**src/ssl_pkg.sv**
```systemverilog
// ----------------------------------------------------------------------------
// Smoothed sample logger package
// Shared constants, request codes and the controller/datapath interface types.
// ----------------------------------------------------------------------------
package ssl_pkg;

    // Ring depths and the widths that follow from them.
    localparam int RECENT_DEPTH = 256;
    localparam int DAY_DEPTH    = 128;
    localparam int REC_AW       = $clog2(RECENT_DEPTH);
    localparam int REC_CW       = $clog2(RECENT_DEPTH + 1);
    localparam int DAY_AW       = $clog2(DAY_DEPTH);
    localparam int DAY_CW       = $clog2(DAY_DEPTH + 1);

    // Fixed field widths.
    localparam int TIME_W   = 32;
    localparam int VAL_W    = 16;
    localparam int IDX_W    = 8;
    localparam int REQ_W    = 2;
    localparam int CFG_W    = 17;
    localparam int RFILL_W  = 9;
    localparam int DFILL_W  = 8;
    localparam int ENTRY_W  = TIME_W + 2 * VAL_W;
    localparam int S_DATA_W = 72;
    localparam int M_DATA_W = 184;

    // Request codes carried in the slave tuser.
    localparam logic [REQ_W-1:0] REQ_LOG         = 2'd0;
    localparam logic [REQ_W-1:0] REQ_READ_RECENT = 2'd1;
    localparam logic [REQ_W-1:0] REQ_READ_DAY    = 2'd2;

    // Configuration register indexes.
    localparam logic [0:0] CFG_SAMPLE_PERIOD = 1'b0;
    localparam logic [0:0] CFG_DAY_PERIOD    = 1'b1;

    localparam logic [CFG_W-1:0] SAMPLE_PERIOD_RESET = 17'd60;
    localparam logic [CFG_W-1:0] DAY_PERIOD_RESET    = 17'd1800;

    typedef struct packed {
        logic load;       // latch the accepted request
        logic div_start;  // start the timestamp remainder
        logic log_write;  // commit a log request
        logic rd_issue;   // read both rings at the computed addresses
        logic out_load;   // capture the result into the output register
    } t_dp_cmd;

    typedef struct packed {
        logic div_done;
    } t_dp_status;

    typedef struct packed {
        logic                    entry_valid;
        logic [TIME_W-1:0]       entry_time;
        logic signed [VAL_W-1:0] entry_temperature;
        logic signed [VAL_W-1:0] entry_humidity;
        logic [RFILL_W-1:0]      recent_fill;
        logic [DFILL_W-1:0]      day_fill;
        logic signed [VAL_W-1:0] avg_temperature;
        logic signed [VAL_W-1:0] avg_humidity;
        logic                    day_captured;
        logic [TIME_W-1:0]       newest_recent_time;
        logic [TIME_W-1:0]       newest_day_time;
    } t_result;

endpackage

```
**src/ssl_ctrl.sv**
```systemverilog
// ----------------------------------------------------------------------------
// Smoothed sample logger controller
// Sequences one request at a time and owns both stream handshakes.
// ----------------------------------------------------------------------------
module ssl_ctrl import ssl_pkg::*; (
    input  logic             i_clk,
    input  logic             i_rst_n,
    input  logic             i_s_tvalid,
    input  logic [REQ_W-1:0] i_s_tuser,
    input  logic             i_m_tready,
    input  t_dp_status       i_status,
    output logic             o_s_tready,
    output logic             o_m_tvalid,
    output t_dp_cmd          o_cmd
);

    typedef enum logic [5:0] {
        S_IDLE      = 6'b000001,
        S_DIV_START = 6'b000010,
        S_DIV_WAIT  = 6'b000100,
        S_LOG       = 6'b001000,
        S_READ      = 6'b010000,
        S_DONE      = 6'b100000
    } t_state;

    t_state r_state;
    t_state n_state;
    logic   r_out_valid;
    logic   out_free;

    assign out_free = !r_out_valid || i_m_tready;

    always_comb begin
        n_state = r_state;
        o_cmd   = '0;
        case (r_state)
            S_IDLE: begin
                if (i_s_tvalid) begin
                    o_cmd.load = 1'b1;
                    case (i_s_tuser)
                        REQ_LOG:         n_state = S_DIV_START;
                        REQ_READ_RECENT: n_state = S_READ;
                        REQ_READ_DAY:    n_state = S_READ;
                        default:         n_state = S_DONE;
                    endcase
                end
            end
            S_DIV_START: begin
                o_cmd.div_start = 1'b1;
                n_state         = S_DIV_WAIT;
            end
            S_DIV_WAIT: begin
                if (i_status.div_done) begin
                    n_state = S_LOG;
                end
            end
            S_LOG: begin
                o_cmd.log_write = 1'b1;
                n_state         = S_DONE;
            end
            S_READ: begin
                o_cmd.rd_issue = 1'b1;
                n_state        = S_DONE;
            end
            S_DONE: begin
                if (out_free) begin
                    o_cmd.out_load = 1'b1;
                    n_state        = S_IDLE;
                end
            end
            default: n_state = S_IDLE;
        endcase
    end

    always_ff @(posedge i_clk) begin
        if (!i_rst_n) begin
            r_state     <= S_IDLE;
            r_out_valid <= 1'b0;
        end else begin
            r_state <= n_state;
            if (o_cmd.out_load) begin
                r_out_valid <= 1'b1;
            end else if (i_m_tready) begin
                r_out_valid <= 1'b0;
            end
        end
    end

    assign o_s_tready = (r_state == S_IDLE);
    assign o_m_tvalid = r_out_valid;

    // The remainder only finishes while the controller waits for it.
    a_div_done_in_wait: assert property (@(posedge i_clk) disable iff (!i_rst_n)
        i_status.div_done |-> r_state == S_DIV_WAIT)
        else $error("remainder finished outside its wait state");

    // Only one request is in flight at a time.
    a_one_in_flight: assert property (@(posedge i_clk) disable iff (!i_rst_n)
        (i_s_tvalid && o_s_tready) |=> !o_s_tready)
        else $error("a second request was taken while one was in flight");

    // A result that is loaded shows up as a valid output in the next cycle.
    a_load_shows: assert property (@(posedge i_clk) disable iff (!i_rst_n)
        o_cmd.out_load |=> (o_m_tvalid && r_state == S_IDLE))
        else $error("loaded result not presented");

endmodule

```
**config.mk**
```make
export PLATFORM = sky130hd
export DESIGN_NAME = ssl_ctrl
export DESIGN_NICKNAME = d
export VERILOG_FILES = /design/src/ssl_pkg.sv /design/src/ssl_ctrl.sv
export SDC_FILE = /design/constraint.sdc
export NUM_CORES = 1
export LEC_CHECK = 0
export ABC_AREA = 1
export BUFFER_PORTS_ARGS = -buffer_cell sky130_fd_sc_hd__buf_4
export CAP_MARGIN = 15
export CORE_AREA = 5 5 42 44
export DETAILED_ROUTE_END_ITERATION = 7
export DIE_AREA = 0 0 47 49
export SLEW_MARGIN = 10
export SYNTH_ARGS = -nofsm -noshare
export SYNTH_HDL_FRONTEND = slang
export SYNTH_SLANG_ARGS = --single-unit
```
**constraint.sdc**
```tcl
create_clock -name i_clk -period 1.7 [get_ports i_clk]
set_input_delay 0.255 -clock i_clk [delete_from_list [all_inputs] [get_ports i_clk]]
set_output_delay 0.255 -clock i_clk [all_outputs]
set_load 0.01 [all_outputs]
```
---- After elaboration in Yosys (flattened, before gate mapping) ----
Index checks and enable logic that the tools add are counted.
cells by class
  reduce and logical (&&, ||, !) cells .... 7
  muxes and demuxes ....................... 14
  equal/unequal tests ..................... 11
operators with widths
  operator            count
  $pmux 6 s5          1
  $mux 6              3
  $pmux 6 s2          1
  $mux 1              9
  $eq 6x1->1 const B  1
  $eq 6x2->1 const B  1
  $eq 6x3->1 const B  1
  $eq 6x4->1 const B  1
  $eq 6x5->1 const B  1
  $eq 6x6->1 const B  1
  $ne 2x2->1 const B  3
  $reduce_or 2->1     2
  $reduce_and 3->1    1
  $eq 2x1->1 const B  1
  $eq 2x2->1 const B  1
  $logic_not 2->1     1
  $reduce_bool 2->1   1
  $logic_not 1->1     1
  $logic_or 1x1->1    1
word-level totals
  logic and storage cells ................. 34
  bits of input ports ..................... 7
  output and inout bits ................... 7
  bits in registers ....................... 7

---- Longest topological paths before layout ----
Gate-level depths: netlist of the first run.
  word-level depth ........................ 5
  depth in mapped cells ................... 8
  gate-level depth less buffers ........... 8

---- Least setup slack after synthesis of the first run ----
Ideal clock, no wire load.
  path kind ............................... reg2out
  start point ............................. register r_state[4]
  end point ............................... output o_cmd[4] (netlist bit)
  stages on the path, launching flop included .. 4
  buffers on the path ..................... 0
  data arrival time ....................... 808 ps
  path slack .............................. 637 ps
  required time ........................... 1445 ps
  cells stage by stage .................... dfxtp_1 -> nor2_2 -> nand3_2 -> nor2_2
RTL lines
  what                    RTL line        source
  start, declared         ssl_ctrl.sv:26  t_state r_state;
  start signal, assigned  ssl_ctrl.sv:80  r_state <= n_state;
  end, declared           ssl_ctrl.sv:14  output t_dp_cmd o_cmd

==> results.json, run 1 <==
{
  "worst_clock_skew_ps": 0.583,
  "cts_num_sinks": 7,
  "ys_warn_count": 0,
  "grt_antenna_before_repair": 0,
  "syn-instance-count": 65,
  "post-cts-setup-buffer-count": 0,
  "slew_at_the_pin_closest_to_its_max_slew_limit_ps": 276,
  "syn_nets": 74,
  "detail_route.wirelength_um": 968,
  "grt_setup_unrepaired": "no",
  "finalCriticalPeriod_ps": 1520,
  "clkLatencyLatePin_ps": 250,
  "crit_path_max_fanout": 6,
  "ant_nets": 0,
  "fin_total_pwr_mw": 0.500,
  "port_buffers": 13,
  "critPathMostFrequentCell": "sky130_fd_sc_hd__nor2_2",
  "crit_path_cell_trace": "nor2_2 -> nand3_2 -> nor2_2 -> buf_4",
  "maxSlewViolCount": 0,
  "ys_ff_latch": 7,
  "die_width_um": 47,
  "finalHoldViolCount": 0,
  "num_rows": 14,
  "ys_seq_area_share_pct": 33.3,
  "critPathMaxStageDelay_ps": 310,
  "grt_max_degree": 7,
  "synth_simple_gate_area_share_pct": 46.1,
  "grt_first_pass_wirelength_um": 1640,
  "postCtsResizedCells": 0,
  "grt_pass1_vias": 431,
  "tritoncts_clock_tree": "done",
  "largest_family_of_logic_cells_by_synthesized_area": "simple AND/OR/NAND/NOR gates",
  "synth_mux_area_share_pct": 0,
  "die_h_um": 49,
  "path_class": "register to output pin",
  "vdd_ir_drop_max_mv": 0.482,
  "synth-adder-area-share_pct": 5.95,
  "synth.cell_area_um2": 420,
  "total_routing_usage_reported_by_global_routing_pct": 10.1,
  "detail_route.iter0.violations": 27,
  "synth.distinct_cells": 12,
  "post_route_setup_tns_ps": 0,
  "synth_compound_gate_area_share_pct": 1.19,
  "tritoncts.num_buffers": 3,
  "max_cap_viol_count": 0,
  "insertedDiodeCount": 0,
  "root_buffer": "sky130_fd_sc_hd__clkbuf_4",
  "worst_hold_path_type": "primary input to register",
  "timing.final.setup_violations": 0,
  "placed_cells_incl_taps": 94,
  "htree_levels": 1,
  "synth_area_per_cell_um2": 6.47,
  "critical_path.slowest_cell": "sky130_fd_sc_hd__dfxtp_1",
  "timing.slew.headroom_pct": 81.6,
  "worst_slack_ps": 180,
  "worstPathRequired_ps": 1440,
  "cts.clk_slew.worst_paths_ps": 50,
  "via_total_after_detailed_routing": 447,
  "initial_utilization_pct": 30.0,
  "synth_xor_area_share_pct": 0,
  "drc": 0,
  "floorplan.die_area_um2": 2300,
  "cp-start-kind": "register",
  "max_clock_freq_ghz": 0.658,
  "status": "finished clean",
  "via_per_inst": 4.56,
  "num-nets-final": 92,
  "floorplan.io_pins": 14,
  "post_route_fraction_of_the_period_consumed_by_the_critical_path_pct": 89.4,
  "critPathArrivalTime_ps": 1270,
  "gp_congestion": 0.777,
  "power-per-cell-area_nw_per_um2": 885,
  "layout-drive-gt1-share_pct": 28.0,
  "clk_path_buf_depth": 2,
  "pre_cts_ws_ps": 455,
  "detailed_place_hpwl_um": 798,
  "flow.area_growth_from_synthesis_pct": 34.2,
  "drt_pre_antenna_iters": 5,
  "holdBufCountCts": 0,
  "routed_wire_length_per_instance_um": 9.88,
  "timing.critical_path.buf_inv": 1,
  "final.hold.worst_slack_ps": 221,
  "globalRoute.totalOverflow": 0,
  "critical_path.top_delay_family": "simple AND/OR/NAND/NOR gates",
  "final_cell_count_no_fill": 98,
  "placeableCoreArea_um2": 1400,
  "worstSetupEndpointType": "output pin",
  "leak_nw": 0.334
}
-- routing by layer --
layer	global-route usage (%)	up-vias	share of wire [%]
met5	0	-	0
li1	-	235	-
met4	6.91	0	3.2
met1	11.3	189	42
met3	3.69	4	9.0
met2	15.2	19	45
-- flip-flops by register name (all words and copies together), names as in the netlist --
register and cells:
r_state 6, o_m_tvalid 1
-- Yosys cell counts, drive strengths merged --
master | count | area share, %
nor2 | 18 | 18
nand3 | 8 | 12
inv | 15 | 13
nor3 | 1 | 1.2
ha | 2 | 6.0
a21oi | 1 | 1.2
nand2 | 8 | 7.1
dfxtp | 7 | 33
nand4 | 5 | 7.4
-- power breakdown --
part,switching [mW],total (mW),internal (mW)
logic,0.0964,0.163,0.0663
registers,0.0104,0.188,0.178
clock network,0.0593,0.149,0.0894
-- final cells by class --
type | count | area, µm²
well taps | 16 | 20.0
clock buffers | 4 | 26.3
repair buffers | 13 | 97.6
multi-input cells | 43 | 224
inverters | 15 | 56.3
fillers | 160 | 837
flip-flops and latches | 7 | 140
-- final timing paths --
kind,depth (start not counted),start,end,slack [ps]
setup / recovery,4,r_state[2],o_cmd[4],180
hold / removal,2,i_rst_n,r_state[0],220
setup reg to reg,6,r_state[4],r_state[5],490
hold reg to reg,4,o_m_tvalid,o_m_tvalid,590
-- cells in the final DEF (no fill, tap or decap), drive strengths merged, types with 2 or more instances in the layout --
cell	synthesis	routed
nand2	8	8
ha	2	2
buf	0	13
nand4	5	5
dfxtp	7	7
inv	15	15
clkbuf	0	4
nor2	18	18
nand3	8	8
-- per-stage QoR --
step	area [µm²]	utilization, %
floorplan	420	-
global placement	538	38.4
detailed placement	538	38.4
CTS	564	40.3
global route	564	40.3
finish	564	40.3
-- worst register-to-register path, stage by stage (launching register included) --
cell and delay (ps):
sky130_fd_sc_hd__dfxtp_1 330, sky130_fd_sc_hd__nor2_2 250, sky130_fd_sc_hd__nand4_1 220, sky130_fd_sc_hd__nand3_2 160, sky130_fd_sc_hd__nand2_1 60, sky130_fd_sc_hd__nand2_1 50, sky130_fd_sc_hd__nor2_1 40
-- cells by family (layout without fill, tap and decap cells) --
| kind of cell | after synthesis | in the layout |
|---|---|---|
| flip-flops | 7 | 7 |
| AND/OR/NAND/NOR | 40 | 40 |
| adder cells (fa/ha/maj) | 2 | 2 |
| buffers and inverters | 15 | 32 |
| AO/OA/AOI/OAI | 1 | 1 |
Power figures use the tool's default switching activity.
==> run 2: changes to the inputs <==
--- a/config.mk
+++ b/config.mk
@@ -10,5 +10,5 @@
 export CAP_MARGIN = 15
-export CORE_AREA = 5 5 42 44
+export CORE_AREA = 2 2 39 41
 export DETAILED_ROUTE_END_ITERATION = 7
-export DIE_AREA = 0 0 47 49
+export DIE_AREA = 0 0 41 43
 export SLEW_MARGIN = 10
--- a/constraint.sdc
+++ b/constraint.sdc
@@ -3,2 +3,2 @@
 set_output_delay 0.255 -clock i_clk [all_outputs]
-set_load 0.01 [all_outputs]
+set_load 0.05 [all_outputs]
==> results.json, run 2 (same netlist as run 1, synthesis figures left out) <==
{
  "pre_cts_ws_ps": 386,
  "detailed_place_hpwl_um": 772,
  "floorplan.io_pins": 14,
  "clkPwrFrac_pct": 26.4,
  "timing.slew.headroom_pct": 82.4,
  "insertedDiodeCount": 0,
  "max_clock_freq_ghz": 0.630,
  "via_per_inst": 4.82,
  "finalHoldViolCount": 0,
  "worst_hold_path_type": "primary input to register",
  "timing.final.setup_violations": 0,
  "critical_path.slowest_cell": "sky130_fd_sc_hd__dfxtp_1",
  "htree_levels": 1,
  "detail_route.wirelength_um": 965,
  "placeableCoreArea_um2": 1380,
  "p_sw_mw": 0.218,
  "largest_register_ff_count": 6,
  "grt_antenna_before_repair": 0,
  "drt_pre_antenna_iters": 7,
  "worstSetupEndpointType": "output pin",
  "power-per-cell-area_nw_per_um2": 971,
  "registers.top_by_ff_count": "r_state",
  "stdcell_area_um2": 569,
  "worstPathRequired_ps": 1440,
  "root_buffer": "sky130_fd_sc_hd__clkbuf_4",
  "initial_utilization_pct": 30.4,
  "maxSlewViolCount": 0,
  "flow.area_growth_from_synthesis_pct": 35.4,
  "total_routing_usage_reported_by_global_routing_pct": 13.6,
  "grt_max_degree": 7,
  "mostFrequentLayoutCells": "sky130_fd_sc_hd__inv_1 (14), sky130_fd_sc_hd__nor2_1 (14), sky130_fd_sc_hd__buf_4 (13)",
  "worst_clock_skew_ps": 1.74,
  "slew_at_the_pin_closest_to_its_max_slew_limit_ps": 264,
  "path_class": "register to output pin",
  "finalCriticalPeriod_ps": 1590,
  "finish.utilization_pct": 41.1,
  "status": "finished clean",
  "via_total_after_detailed_routing": 472,
  "layout-drive-gt1-share_pct": 28.0,
  "clkLatencyLatePin_ps": 250,
  "combinational_power_share_pct": 39.6,
  "power.sequential.fraction_pct": 34.0,
  "post_route_setup_tns_ps": 0,
  "critPathMaxStageDelay_ps": 360,
  "net_sw_share_pct": 39.4,
  "regArea_um2": 140,
  "placed_cell_area_um2": 538,
  "post_route_fraction_of_the_period_consumed_by_the_critical_path_pct": 93.4,
  "vdd_ir_drop_max_mv": 0.483,
  "multi_input_area_um2": 229,
  "crit_path_cell_trace": "inv_1 -> nor2_1 -> nand3_2 -> nor2_2 -> buf_4",
  "routed_wire_length_per_instance_um": 9.85,
  "clk_path_buf_depth": 2,
  "floorplan.die_area_um2": 1760,
  "die_width_um": 41,
  "cp-start-kind": "register",
  "cts.clk_slew.worst_paths_ps": 50,
  "num_rows": 14,
  "crit_path_max_fanout": 3,
  "drc": 0,
  "grt_first_pass_wirelength_um": 1520,
  "fill_cells": 156,
  "detail_route.iter0.violations": 13,
  "worst_slack_ps": 112,
  "num-nets-final": 92,
  "grt_setup_unrepaired": "no",
  "gp_congestion": 0.822,
  "grt_pass1_vias": 386,
  "tritoncts.num_buffers": 3,
  "cts_num_sinks": 7,
  "port_buffers": 13,
  "critPathArrivalTime_ps": 1330,
  "tritoncts_clock_tree": "done",
  "ant_nets": 0,
  "globalRoute.totalOverflow": 0,
  "power.internal_mw": 0.335,
  "holdBufCountCts": 0,
  "max_cap_viol_count": 0,
  "leak_nw": 0.337,
  "die_h_um": 43
}
==> run 2: cell counts in the layout (fill, tap and decap cells not counted) <==
No cell type changed its count.
==> run 2: layer usage <==
metal  track usage, %  wire, µm  up-vias
met5                0         0        -
met1             14.8       422      214
li1                 -         -      236
met3             6.28        60        4
met4             10.0        24        0
met2             19.4       458       18
==> run 2: timing repair <==
item / 4_1_cts / 5_1_grt
setup buffers: 0 / 0
setup endpoints to repair: 0 / 1
resized for setup: 0 / 1
==> run 2: final timing paths <==
check | startpoint | end | slack (ps) | cells past startpoint
hold reg to reg | r_state[5] | r_state[5] | 580 | 4
hold / removal | i_rst_n | r_state[0] | 240 | 2
setup reg to reg | r_state[4] | r_state[5] | 490 | 6
setup / recovery | r_state[0] | o_cmd[4] | 110 | 5
==> run 2: critical path, delay by kind of cell, from the launching register on <==
family / cells / cell delay [ps]
AND/OR/NAND/NOR: 3 / 450
flip-flops: 1 / 360
buffers and inverters: 2 / 280
==> run 2: power by group through the flow <==
| stage | Sequential [mW] | Combinational [mW] | Clock [mW] |
|---|---|---|---|
| global placement | 0.190 | 0.215 | 0 |
| finish | 0.188 | 0.219 | 0.146 |
| floorplan | 0.193 | 0.153 | 0 |
| global route | 0.190 | 0.237 | 0.164 |
| CTS | 0.188 | 0.218 | 0.155 |
| detailed placement | 0.191 | 0.217 | 0 |
==> run 2: per-stage QoR <==
| step | total power, mW | hold WS [ps] | cells |
|---|---|---|---|
| final | 0.553 | 239 | 98 |
| after global routing | 0.591 | 222 | 98 |
| after CTS | 0.560 | 221 | 98 |
| after detailed placement | 0.407 | 485 | 94 |
| after global placement | 0.406 | 493 | 94 |
| after floorplan | 0.347 | 339 | 65 |
==> run 2: layout make-up <==
class	count	area share [%]
Multi-Input combinational cell	43	40.2
Tap cell	16	3.52
Inverter	15	9.89
Clock buffer	4	4.62
Timing Repair Buffer	13	17.1
Sequential cell	7	24.6
